`src/design/isr64_pkg.sv`:
```
// Shared constants and types for the 64-bit integer square root block.
// Used by the controller, the datapath and the top level; no dependencies.
package isr64_pkg;

  localparam int RADICAND_BITS_DEF = 64;
  localparam int RADICAND_PORT_BITS = 64;
  localparam int ROOT_BITS = 32;

  typedef struct packed {
    logic load;
    logic step;
  } isr64_cmd_t;

endpackage

```
`src/design/isr64_ctrl.sv`:
```
// Controller state machine for the integer square root block.
// Counts the root-bit iterations and issues load and step commands; uses isr64_pkg.
module isr64_ctrl #(
  parameter int RADICAND_BITS = isr64_pkg::RADICAND_BITS_DEF
) (
  input  logic               clk,
  input  logic               rst_n,
  input  logic               start,
  output logic               busy,
  output logic               out_valid,
  output isr64_pkg::isr64_cmd_t cmd
);

  localparam int STEPS = (RADICAND_BITS + 1) / 2;
  localparam int CNT_W = $clog2(STEPS + 1);
  localparam logic [CNT_W-1:0] CNT_LAST = CNT_W'(STEPS - 1);

  localparam logic ST_IDLE = 1'b0;
  localparam logic ST_RUN  = 1'b1;

  logic             state_r, state_nxt;
  logic [CNT_W-1:0] cnt_r, cnt_nxt;
  logic             done_r, done_nxt;

  always_comb begin
    state_nxt = state_r;
    cnt_nxt   = cnt_r;
    done_nxt  = 1'b0;
    cmd.load  = 1'b0;
    cmd.step  = 1'b0;
    case (state_r)
      ST_IDLE: begin
        if (start) begin
          cmd.load  = 1'b1;
          cnt_nxt   = CNT_LAST;
          state_nxt = ST_RUN;
        end
      end
      ST_RUN: begin
        cmd.step = 1'b1;
        if (cnt_r == '0) begin
          done_nxt  = 1'b1;
          state_nxt = ST_IDLE;
        end else begin
          cnt_nxt = cnt_r - CNT_W'(1);
        end
      end
      default: begin
        state_nxt = ST_IDLE;
      end
    endcase
  end

  always_ff @(posedge clk) begin
    if (!rst_n) begin
      state_r <= ST_IDLE;
      cnt_r   <= '0;
      done_r  <= 1'b0;
    end else begin
      state_r <= state_nxt;
      cnt_r   <= cnt_nxt;
      done_r  <= done_nxt;
    end
  end

  assign busy      = (state_r == ST_RUN);
  assign out_valid = done_r;

endmodule

```
`src/design/isr64_dp.sv`:
```
// Datapath of the integer square root block: remainder, partial root and trial bit.
// One restoring step per step command; uses isr64_pkg.
module isr64_dp #(
  parameter int RADICAND_BITS = isr64_pkg::RADICAND_BITS_DEF
) (
  input  logic                                   clk,
  input  isr64_pkg::isr64_cmd_t                  cmd,
  input  logic [isr64_pkg::RADICAND_PORT_BITS-1:0] radicand,
  output logic [isr64_pkg::ROOT_BITS-1:0]        root
);

  localparam int RB  = RADICAND_BITS;
  localparam int TOP = ((RB - 1) / 2) * 2;
  localparam logic [RB-1:0] TRIAL_INIT = RB'(1) << TOP;

  logic [RB-1:0] rem_r, rem_nxt;
  logic [RB-1:0] acc_r, acc_nxt;
  logic [RB-1:0] trial_r, trial_nxt;
  logic [RB:0]   cand;
  logic          fits;

  assign cand = {1'b0, acc_r} + {1'b0, trial_r};
  assign fits = ({1'b0, rem_r} >= cand);

  always_comb begin
    rem_nxt   = rem_r;
    acc_nxt   = acc_r;
    trial_nxt = trial_r;
    if (cmd.load) begin
      rem_nxt   = radicand[RB-1:0];
      acc_nxt   = '0;
      trial_nxt = TRIAL_INIT;
    end else if (cmd.step) begin
      trial_nxt = trial_r >> 2;
      if (fits) begin
        rem_nxt = rem_r - cand[RB-1:0];
        acc_nxt = (acc_r >> 1) + trial_r;
      end else begin
        acc_nxt = acc_r >> 1;
      end
    end
  end

  always_ff @(posedge clk) begin
    rem_r   <= rem_nxt;
    acc_r   <= acc_nxt;
    trial_r <= trial_nxt;
  end

  assign root = isr64_pkg::ROOT_BITS'(acc_r);

endmodule

```
`src/design/integer_square_root_64.sv`:
```
// Integer square root, 64-bit radicand to 32-bit floor root, restoring method.
// One root bit is resolved per cycle by the datapath; busy is high while iterating, and start
// is ignored while busy, so a new radicand is taken only once the previous root is done.
// Reset (synchronous, active low) returns the controller to idle with no result pending.
// The result is shown for one cycle on out_valid and cannot be stalled by the receiver.
module integer_square_root_64 #(
  parameter int RADICAND_BITS = isr64_pkg::RADICAND_BITS_DEF
) (
  input  logic                                     clk,
  input  logic                                     rst_n,
  input  logic                                     start,
  output logic                                     busy,
  input  logic [isr64_pkg::RADICAND_PORT_BITS-1:0] in_radicand,
  output logic                                     out_valid,
  output logic [isr64_pkg::ROOT_BITS-1:0]          out_root
);

  isr64_pkg::isr64_cmd_t cmd;

  isr64_ctrl #(
    .RADICAND_BITS(RADICAND_BITS)
  ) u_ctrl (
    .clk      (clk),
    .rst_n    (rst_n),
    .start    (start),
    .busy     (busy),
    .out_valid(out_valid),
    .cmd      (cmd)
  );

  isr64_dp #(
    .RADICAND_BITS(RADICAND_BITS)
  ) u_dp (
    .clk     (clk),
    .cmd     (cmd),
    .radicand(in_radicand),
    .root    (out_root)
  );

endmodule
```
`config.mk`:
```
export PLATFORM = sky130hd
export DESIGN_NAME = integer_square_root_64
export DESIGN_NICKNAME = d
export VERILOG_FILES = /design/src/design/isr64_pkg.sv /design/src/design/isr64_ctrl.sv /design/src/design/isr64_dp.sv /design/src/design/integer_square_root_64.sv
export SDC_FILE = /design/constraint.sdc
export NUM_CORES = 1
export LEC_CHECK = 0
export ABC_CLOCK_PERIOD_IN_PS = 13300
export BUFFER_PORTS_ARGS = -buffer_cell sky130_fd_sc_hd__buf_4
export CORE_AREA = 4 4 233 235
export DETAILED_ROUTE_END_ITERATION = 6
export DIE_AREA = 0 0 237 239
export PLACE_DENSITY = 0.42
export SLEW_MARGIN = 5
export SYNTH_ARGS = -nofsm -noshare
export SYNTH_HDL_FRONTEND = slang
export SYNTH_SLANG_ARGS = --single-unit
```
`constraint.sdc`:
```
create_clock -name clk -period 13.3 [get_ports clk]
set_input_delay 1.33 -clock clk [delete_from_list [all_inputs] [get_ports clk]]
set_output_delay 1.33 -clock clk [all_outputs]
set_load 0.02 [all_outputs]
```
Yosys cells after proc, flatten, opt, wreduce, memory -nomap -nowiden

Cells that the tools add are included.

Div/mod/pow operators: 0
Multiply operators: 0
Equal/unequal tests: 2
Magnitude comparators: 1
$add $sub $neg: 4
Shift operators: 0
Reductions and logical operators: 6
Bitwise operators: 1
Multiplexer cells: 13

Operator list:

| kind                | count |
|---|---|
| $mux 64             | 4 |
| $add 64x63->65      | 1 |
| $ge 64x65->1        | 1 |
| $add 63x63->64      | 1 |
| $sub 64x64->64      | 1 |
| $mux 6              | 2 |
| $pmux 6 s2          | 1 |
| $logic_not 6->1     | 1 |
| $reduce_and 2->1    | 3 |
| $sub 6x1->6 const B | 1 |
| $mux 1              | 5 |
| $ne 2x2->1 const B  | 2 |
| $reduce_bool 2->1   | 2 |
| $pmux 1 s2          | 1 |
| $not 1->1           | 1 |

Bits in writable memories: 0
Latch bits: 0
Bits of input ports: 67
ROM bits: 0
Flip-flop bits (word level): 168
Logic and storage cells: 33
Output and inout bits: 34
Memories kept: 0

Depth between registers and ports, before layout

Gate-level depths: netlist of the first run.

Word-level depth: 5
Mapped depth: 26
Gate-level depth less buffers: 23

By module

A second synthesis of the first run with hierarchy kept.

Cells, all modules: 1,905
Area, all modules: 15,187.1 µm²

Modules (own cells, without submodules):

| module     | cells each | area an instance (µm²) | sequential area each (µm²) | instances |
|---|---|---|---|---|
| isr64_dp   | 1,857      | 14,735.4               | 3,843.7                    | 1 |
| isr64_ctrl | 48         | 451.7                  | 160.2                      | 1 |

Worst setup path after synthesis of the first run

Ideal clock, no wire load.

Path type: register -> register
Start point: register u_dp.acc_r[0]
End point: register u_dp.rem_r[0] (enable)
Setup time: 0.423 ns
Path buffers: 2
Setup slack: 6.366 ns
Clock period less this slack: 6.934 ns
Arrival: 6.510 ns
Cell stages (with the launch flop): 26
Required time: 12.877 ns
Cells stage by stage: dfxtp_1 -> ha_1 -> ha_1 -> a211oi_1 -> nor4_2 -> o2111ai_1 -> a21oi_2 -> or4_1 -> a31oi_1 -> o21ai_0 -> and2_1 -> o21ai_0 -> xor2_1 -> ha_1 -> clkbuf_1 -> nand4_1 -> nor2_1 -> nand2_1 -> or3_1 -> o31a_1 -> and3_4 -> a31oi_4 -> o41ai_4 -> buf_6 -> or2_1 -> nand2_1

Word-level cells in the longest chain between the ends: 4

RTL lines:

| element                            | RTL line       | RTL |
|---|---|---|
| start, declared                    | isr64_dp.sv:17 | `logic [RB-1:0] acc_r, acc_nxt;` |
| start signal, assigned             | isr64_dp.sv:46 | `acc_r <= acc_nxt;` |
| $add 64x63->65                     | isr64_dp.sv:22 | `assign cand = {1'b0, acc_r} + {1'b0, trial_r};` |
| $ge 64x65->1                       | isr64_dp.sv:23 | `assign fits = ({1'b0, rem_r} >= cand);` |
| $reduce_bool 2->1 (no source line) | n/a            |  |
| $reduce_and 2->1 (no source line)  | n/a            |  |
| end signal, assigned               | isr64_dp.sv:45 | `rem_r <= rem_nxt;` |
| end, declared                      | isr64_dp.sv:16 | `logic [RB-1:0] rem_r, rem_nxt;` |

No other way between the ends.
A chain may end at the register's enable or synchronous reset.

Worst setup path after layout of the first run

Start point: register u_dp.acc_r[0]
End point: register u_dp.rem_r[17] (enable)

Same word-level chain as after synthesis.

==> impl_results.md, run 1 <==
- Most frequent cells in the layout: 244 x nand2_1, 150 x a21oi_1, 142 x nor2_1
- Post-CTS Resized: 0
- Final Cycle Share: 0.578
- Setup violators final: 0
- Layout cells sized above 1: 0.0959
- Total vias in the final route: 14500
- Top FF cell, synth: dfxtp_1
- Most Frequent Cell on Critical Path: ha_1
- Minimum clock period after layout: 7.68 ns
- P_leak: 6.57 nW
- Post-synthesis cell area: 0.0155 sq mm
- Layout Cells excl Fill: 2669
- Crit path DAT: 7.81 ns
- CP max FO: 51
- Mapped Cells: 1974
- First-pass GRT wire length: 80.4 mm
- Nets: 2168
- Crit path buf inv count: 2
- Layout fillers: 5533
- Setup Buffers After CTS: 0
- Clock buffer depth: 2
- Status: finished, final reports clean
- Yosys cell types: 83
- Cells along the critical path: ha_1 > ha_1 > a211oi_1 > nor4_2 > o21ai_0 > o31ai_1 > a21o_1 > a31o_2 > nor2b_1 > o21ai_0 > xor2_1 > ha_1 > nand3_1 > nor2_1 > nand3_1 > or4_1 > o31a_1 > a31o_1 > a31oi_4 > o41ai_4 > buf_4 > or2_1 > nand2_4 > buf_4
- Clk_skew: 0.0125 ns
- FF/Latch Area: 0.00401 sq mm
- Die W: 237 microns
- CP peak stage delay: 0.59 ns
- Post-route antenna net violation count: 0
- Synthesized area per cell: 7.83 sq um
- Synth warn: 0
- Worst Tran Pin Value: 0.881 ns
- Core area: 0.0522 sq mm
- Max Fclk: 130 MHz
- Clk_lat worst skew: 0.50 ns
- Most common cell after layout, fill and taps aside: nand2_1
- Clock transition at path regs: 0.07 ns
- Cell Area, Placed: 0.0165 sq mm
- EDFF count, synth: 64
- Seq cells post-synth: 168
- Via-to-Cell Ratio: 5.45
- RSZ-0062 raised after global routing: no
- Layout area overhead: 10.6%
- Area leader, netlist: dfxtp_1
- WS Path Type: reg -> reg
- FP Rows: 84
- Min-Delay Path Class: reg -> reg
- DR pass1 iterations: 5
- Hold-fix buffers, CTS: 0
- Worst-case vdd ir drop: 0.0000989 V
- Synth area leaders: dfxtp_1 13%, edfxtp_1 12%, ha_1 11%, nand2_1 6.0%, a21oi_1 4.9%
- Initial DRC Count: 979
- Crit. End Element: flip-flop
- TritonCTS Sinks: 168
- Num CTS Buffers: 17
- Multi-input logic area: 0.0106 sq mm
- H-tree Lvls: 4
- Path depth of the worst reg2reg path: 24
- Post-layout instance area: 0.0171 sq mm
- Height of the chip: 239 microns
- DP HPWL: 39.4 mm
- Grt total ovfl: 0
- CTS tree: yes
- Critical Path RT: 13.42 ns
- P per Cell Area: 160 mW/mm^2
- ANT cells: 0
- WP depth: 24
- Largest delay share family, worst path: compound AO/OA/AOI/OAI gates
- Final wirelength: 52.0 mm
- Crit start category: flip-flop
- Setup TNS: 0 ns
- Fin. Hold Viols: 0
- Register area share after synthesis: 0.259
- Asr flop ratio synth: 0
- Initial antenna violation count: 0
- Placed Cells: 2637
- Initial core utilization: 0.296
- Pin count of the biggest net entering global routing: 66
- Synth Net Count: 2174
- GRT Total Usage: 0.179
- Area share of the largest cell type after synthesis: 0.135
- Vias in the first global route: 13900
- Worst path slowest cell: buf_4
- Slew headroom: 0.407
- Die Area: 0.0566 sq mm
- Clock root buffer: clkbuf_16
- Final GP Congestion: 0.865
- WHS Path Cells: 1
- Max cap viols: 0
- DR DRC count: 0
- IO Port Bufs: 100
- I/O pins: 101
- Routed wire per std cell: 19.5 microns
- Fin. max-slew vios: 0
-- logic make-up after synthesis --
logic type | after synthesis | share of synthesized area
simple gates | 716 | 0.223
compound gates | 611 | 0.256
buf+inv | 178 | 0.0558
flops | 168 | 0.259
xor+xnor | 139 | 0.0787
fa+ha+maj | 133 | 0.108
mux | 29 | 0.0190
-- metal layers --
metal,routed length (microns),track usage
met5,0,0
met4,823,0.0426
met3,1610,0.0328
met2,23600,0.286
met1,25900,0.252
-- state kept, by name, indices dropped and copies added, names as in the netlist --
register          cells
u_dp.trial_r         32
u_dp.acc_r           64
u_ctrl.cnt_r          6
u_ctrl.busy           1
u_ctrl.out_valid      1
u_dp.rem_r           64
-- synthesized netlist by cell type, types with 40 or more instances --
cell type and instances:
nand4_1 42, dfxtp_1 104, o21ai_0 134, inv_1 40, a31oi_1 50, edfxtp_1 64, a21oi_1 150, nand2_1 246
nand3_1 83, xnor2_1 70, xor2_1 69, ha_1 132, a21o_1 47, clkbuf_1 78, nor2_1 144
-- where the power goes --
part           total (mW)  leakage (nW)  internal [mW]  switching, mW
Combinational        1.46          4.80          0.563          0.894
Clock               0.545         0.307          0.302          0.243
Sequential          0.742          1.46          0.679         0.0623
Total                2.74          6.57           1.54           1.20
-- final timing paths --
path,start,to,slack [ns]
setup / recovery,u_dp.acc_r[0],u_dp.rem_r[17],5.62
hold / removal,u_ctrl.cnt_r[5],u_ctrl.cnt_r[5],0.47
setup reg to reg,u_dp.acc_r[0],u_dp.rem_r[17],5.62
hold reg to reg,u_ctrl.cnt_r[5],u_ctrl.cnt_r[5],0.47
-- area by class of cell --
type / count / share of cell area
clock buffer: 24 / 0.0313
timing repair buffer: 113 / 0.0496
tap: 688 / 0.0503
sequential: 168 / 0.234
clock inverter: 8 / 0.00454
multi-input combinational: 1628 / 0.621
inverter: 40 / 0.00878
-- metrics by stage --
step | utilization | setup slack [ns] | power [mW] | hold WS (ns)
after floorplan | - | 6.37 | 1.86 | 0.422
after global placement | 0.316 | 5.76 | 2.21 | 0.454
after detailed placement | 0.316 | 5.64 | 2.20 | 0.448
after CTS | 0.327 | 5.62 | 2.77 | 0.465
after global routing | 0.327 | 5.10 | 2.94 | 0.498
final | 0.327 | 5.62 | 2.74 | 0.467
(Power assumes the default switching activity.)
==> inputs of run 2 (changes only) <==
--- a/config.mk
+++ b/config.mk
@@ -5,12 +5,12 @@
 export SDC_FILE = /design/constraint.sdc
 export NUM_CORES = 1
 export LEC_CHECK = 0
-export ABC_CLOCK_PERIOD_IN_PS = 13300
+export ABC_CLOCK_PERIOD_IN_PS = 6350
 export BUFFER_PORTS_ARGS = -buffer_cell sky130_fd_sc_hd__buf_4
 export CORE_AREA = 4 4 233 235
 export DETAILED_ROUTE_END_ITERATION = 6
 export DIE_AREA = 0 0 237 239
-export PLACE_DENSITY = 0.42
+export PLACE_DENSITY = 0.43
 export SLEW_MARGIN = 5
 export SYNTH_ARGS = -nofsm -noshare
 export SYNTH_HDL_FRONTEND = slang
==> constraint.sdc (replaced) <==
create_clock -name clk -period 6.35 [get_ports clk]
set_input_delay 0.635 -clock clk [delete_from_list [all_inputs] [get_ports clk]]
set_output_delay 0.635 -clock clk [all_outputs]
set_load 0.02 [all_outputs]
==> run 2 against run 1 <==
Against the previous run:
- clock power is 100% higher
- critical path type unchanged
- critical path depth rose by 1
- cell area is 4.6% higher
==> impl_results.md, run 2 (synthesis gave the netlist of run 1 again) <==
- ANT cells: 0 (unchanged)
- Final GP Congestion: 0.885 (+2.3%)
- Initial antenna violation count: 0 (unchanged)
- Max cap viols: 0 (unchanged)
- RSZ-0062 raised after global routing: no
- Worst Setup EP: u_dp.rem_r[25]
- Routed wire per std cell: 19.2 microns (-1.6%)
- WS Path Type: reg -> reg
- H-tree Lvls: 4 (unchanged)
- Initial DRC Count: 1105 (+13%)
- Post-CTS Resized: 0 (unchanged)
- IO Port Bufs: 100 (unchanged)
- Placed Cells: 2734 (+3.7%)
- P per Cell Area: 333 mW/mm^2 (+110%)
- Status: finished, final reports clean
- DR pass1 iterations: 5 (unchanged)
- Slew headroom: 0.212 (-0.195)
- Nets: 2266 (+4.5%)
- DP HPWL: 40.7 mm (+3.4%)
- Clk_skew: 0.0137 ns (+0.00118 ns)
- Setup TNS: 0 ns (unchanged)
- Die W: 237 microns (unchanged)
- Clock transition at path regs: 0.07 ns (about the same)
- Crit path DAT: 6.25 ns (-1.56 ns)
- Reg2reg start: u_dp.acc_r[0]
- Fin. max-slew vios: 0 (unchanged)
- Largest regs: u_dp.acc_r: 64 flops, u_dp.rem_r: 64 flops, u_dp.trial_r: 32 flops
- Initial core utilization: 0.296 (unchanged)
- Hold-fix buffers, CTS: 0 (unchanged)
- Pwr Total: 5.97 mW (+120%)
- Crit path from: u_dp.acc_r[0]
- Die Area: 0.0566 sq mm (unchanged)
- Grt total ovfl: 0 (unchanged)
- First-pass GRT wire length: 82.4 mm (+2.5%)
- Critical Path RT: 6.57 ns (-6.85 ns)
- Most common cell after layout, fill and taps aside: nand2_1
- Layout area overhead: 15.7%
- Minimum clock period after layout: 6.03 ns (-1.65 ns)
- CP max FO: 13 (-75%)
- Crit. End Element: flip-flop
- I/O pins: 101 (unchanged)
- Most frequent cells in the layout: 244 x nand2_1, 205 x buf_4, 149 x a21oi_1
- Pin count of the biggest net entering global routing: 89 (+35%)
- Via-to-Cell Ratio: 5.43 (-0.45%)
- Post-layout instance area: 0.0179 sq mm (+4.6%)
- Layout Cells excl Fill: 2767 (+3.7%)
- FP Rows: 84 (unchanged)
- Total vias in the final route: 15000 (+3.2%)
- Post-route antenna net violation count: 0 (unchanged)
- Core area: 0.0522 sq mm (unchanged)
- Vias in the first global route: 14500 (+4.1%)
- DR DRC count: 0 (unchanged)
- Worst-case vdd ir drop: 0.000238 V (+140%)
- Worst Tran Pin Value: 1.17 ns (+0.293 ns)
- WHS: 0.405 ns (-0.0625 ns)
- CTS tree: yes
- P_leak: 7.07 nW (+7.6%)
- Max Fclk: 166 MHz (+27%)
- Setup violators final: 0 (unchanged)
- Height of the chip: 239 microns (unchanged)
- Clock buffer depth: 2 (unchanged)
- Path depth of the worst reg2reg path: 25 (+4.2%)
- Min-Delay Path Class: in -> reg
- Final wirelength: 53.0 mm (+2.0%)
- RR Endpoint: u_dp.rem_r[25]
- Layout cells sized above 1: 0.140 (+0.0441)
- GRT Total Usage: 0.183 (+0.00399)
- Setup Buffers After CTS: 0 (unchanged)
- Cell Area, Placed: 0.0172 sq mm (+4.6%)
- Fin. Hold Viols: 0 (unchanged)
- Final Cycle Share: 0.950 (+0.373)
- FF-to-FF setup slack: 0.32 ns (-5.30 ns)
- Clock root buffer: clkbuf_16
- TritonCTS Sinks: 168 (unchanged)
- Crit start category: flip-flop
- Clk_lat worst skew: 0.51 ns (about the same)
- Num CTS Buffers: 17 (unchanged)
[run 2: area by class of cell]
type                       count  area [sq um]
clock buffer                  20           468
clock inverter                12           120
fill                        5544         34300
inverter                      40           150
multi-input combinational   1628         10700
sequential                   168          4010
tap                          688           861
timing repair buffer         211          1640
[run 2: worst min-delay path by stage]
stage / from / end / slack (ns) / depth (start not counted)
after detailed placement: u_ctrl.cnt_r[5] / u_ctrl.cnt_r[5] / 0.44 / 1
after floorplan: u_ctrl.cnt_r[5] / u_ctrl.cnt_r[5] / 0.42 / 1
after CTS: rst_n / u_ctrl.busy / 0.37 / 2
after global routing: rst_n / u_ctrl.out_valid / 0.38 / 3
final: rst_n / u_ctrl.busy / 0.40 / 2
after global placement: u_ctrl.cnt_r[5] / u_ctrl.cnt_r[5] / 0.45 / 1
[run 2: metrics by stage]
step | setup WS (ns) | util
CTS | 0.0433 | 0.341
detailed placement | 0.0920 | 0.330
floorplan | 0.0181 | -
global placement | 0.0601 | 0.330
global route | 0.0245 | 0.343
finish | 0.317 | 0.343
[run 2: metal layers]
layer  track usage  routed length (microns)  part of all wire  vias to the layer above
met4        0.0487                     1010             0.019                        0
met5             0                        0                 0                        -
li1              -                        -                 -                     7501
met1         0.257                    26300              0.50                     7162
met2         0.292                    23900              0.45                      294
met3        0.0322                     1720             0.032                       57
[run 2: worst max-delay path, cell delays in order (launching register included)]
cell	delay (ns)
dfxtp_1	0.33
ha_1	0.21
ha_1	0.23
a211oi_2	0.27
nor4_2	0.11
o2111ai_1	0.22
buf_4	0.19
a21oi_2	0.08
or4_1	0.54
a31oi_2	0.24
o21ai_0	0.14
and2_1	0.19
o21ai_1	0.14
xor2_1	0.28
ha_1	0.22
nand4_1	0.13
nor2_1	0.14
nand2_1	0.08
or3_1	0.41
o31a_1	0.32
and3_4	0.18
a31oi_4	0.21
o41ai_4	0.13
or2_1	0.28
nand2_4	0.22
clkbuf_16	0.24
[run 2: report_power, final]
group / leakage (nW) / internal (mW) / switching, mW
clock network: 0.293 / 0.609 / 0.505
logic: 5.32 / 1.37 / 1.92
registers: 1.46 / 1.42 / 0.135
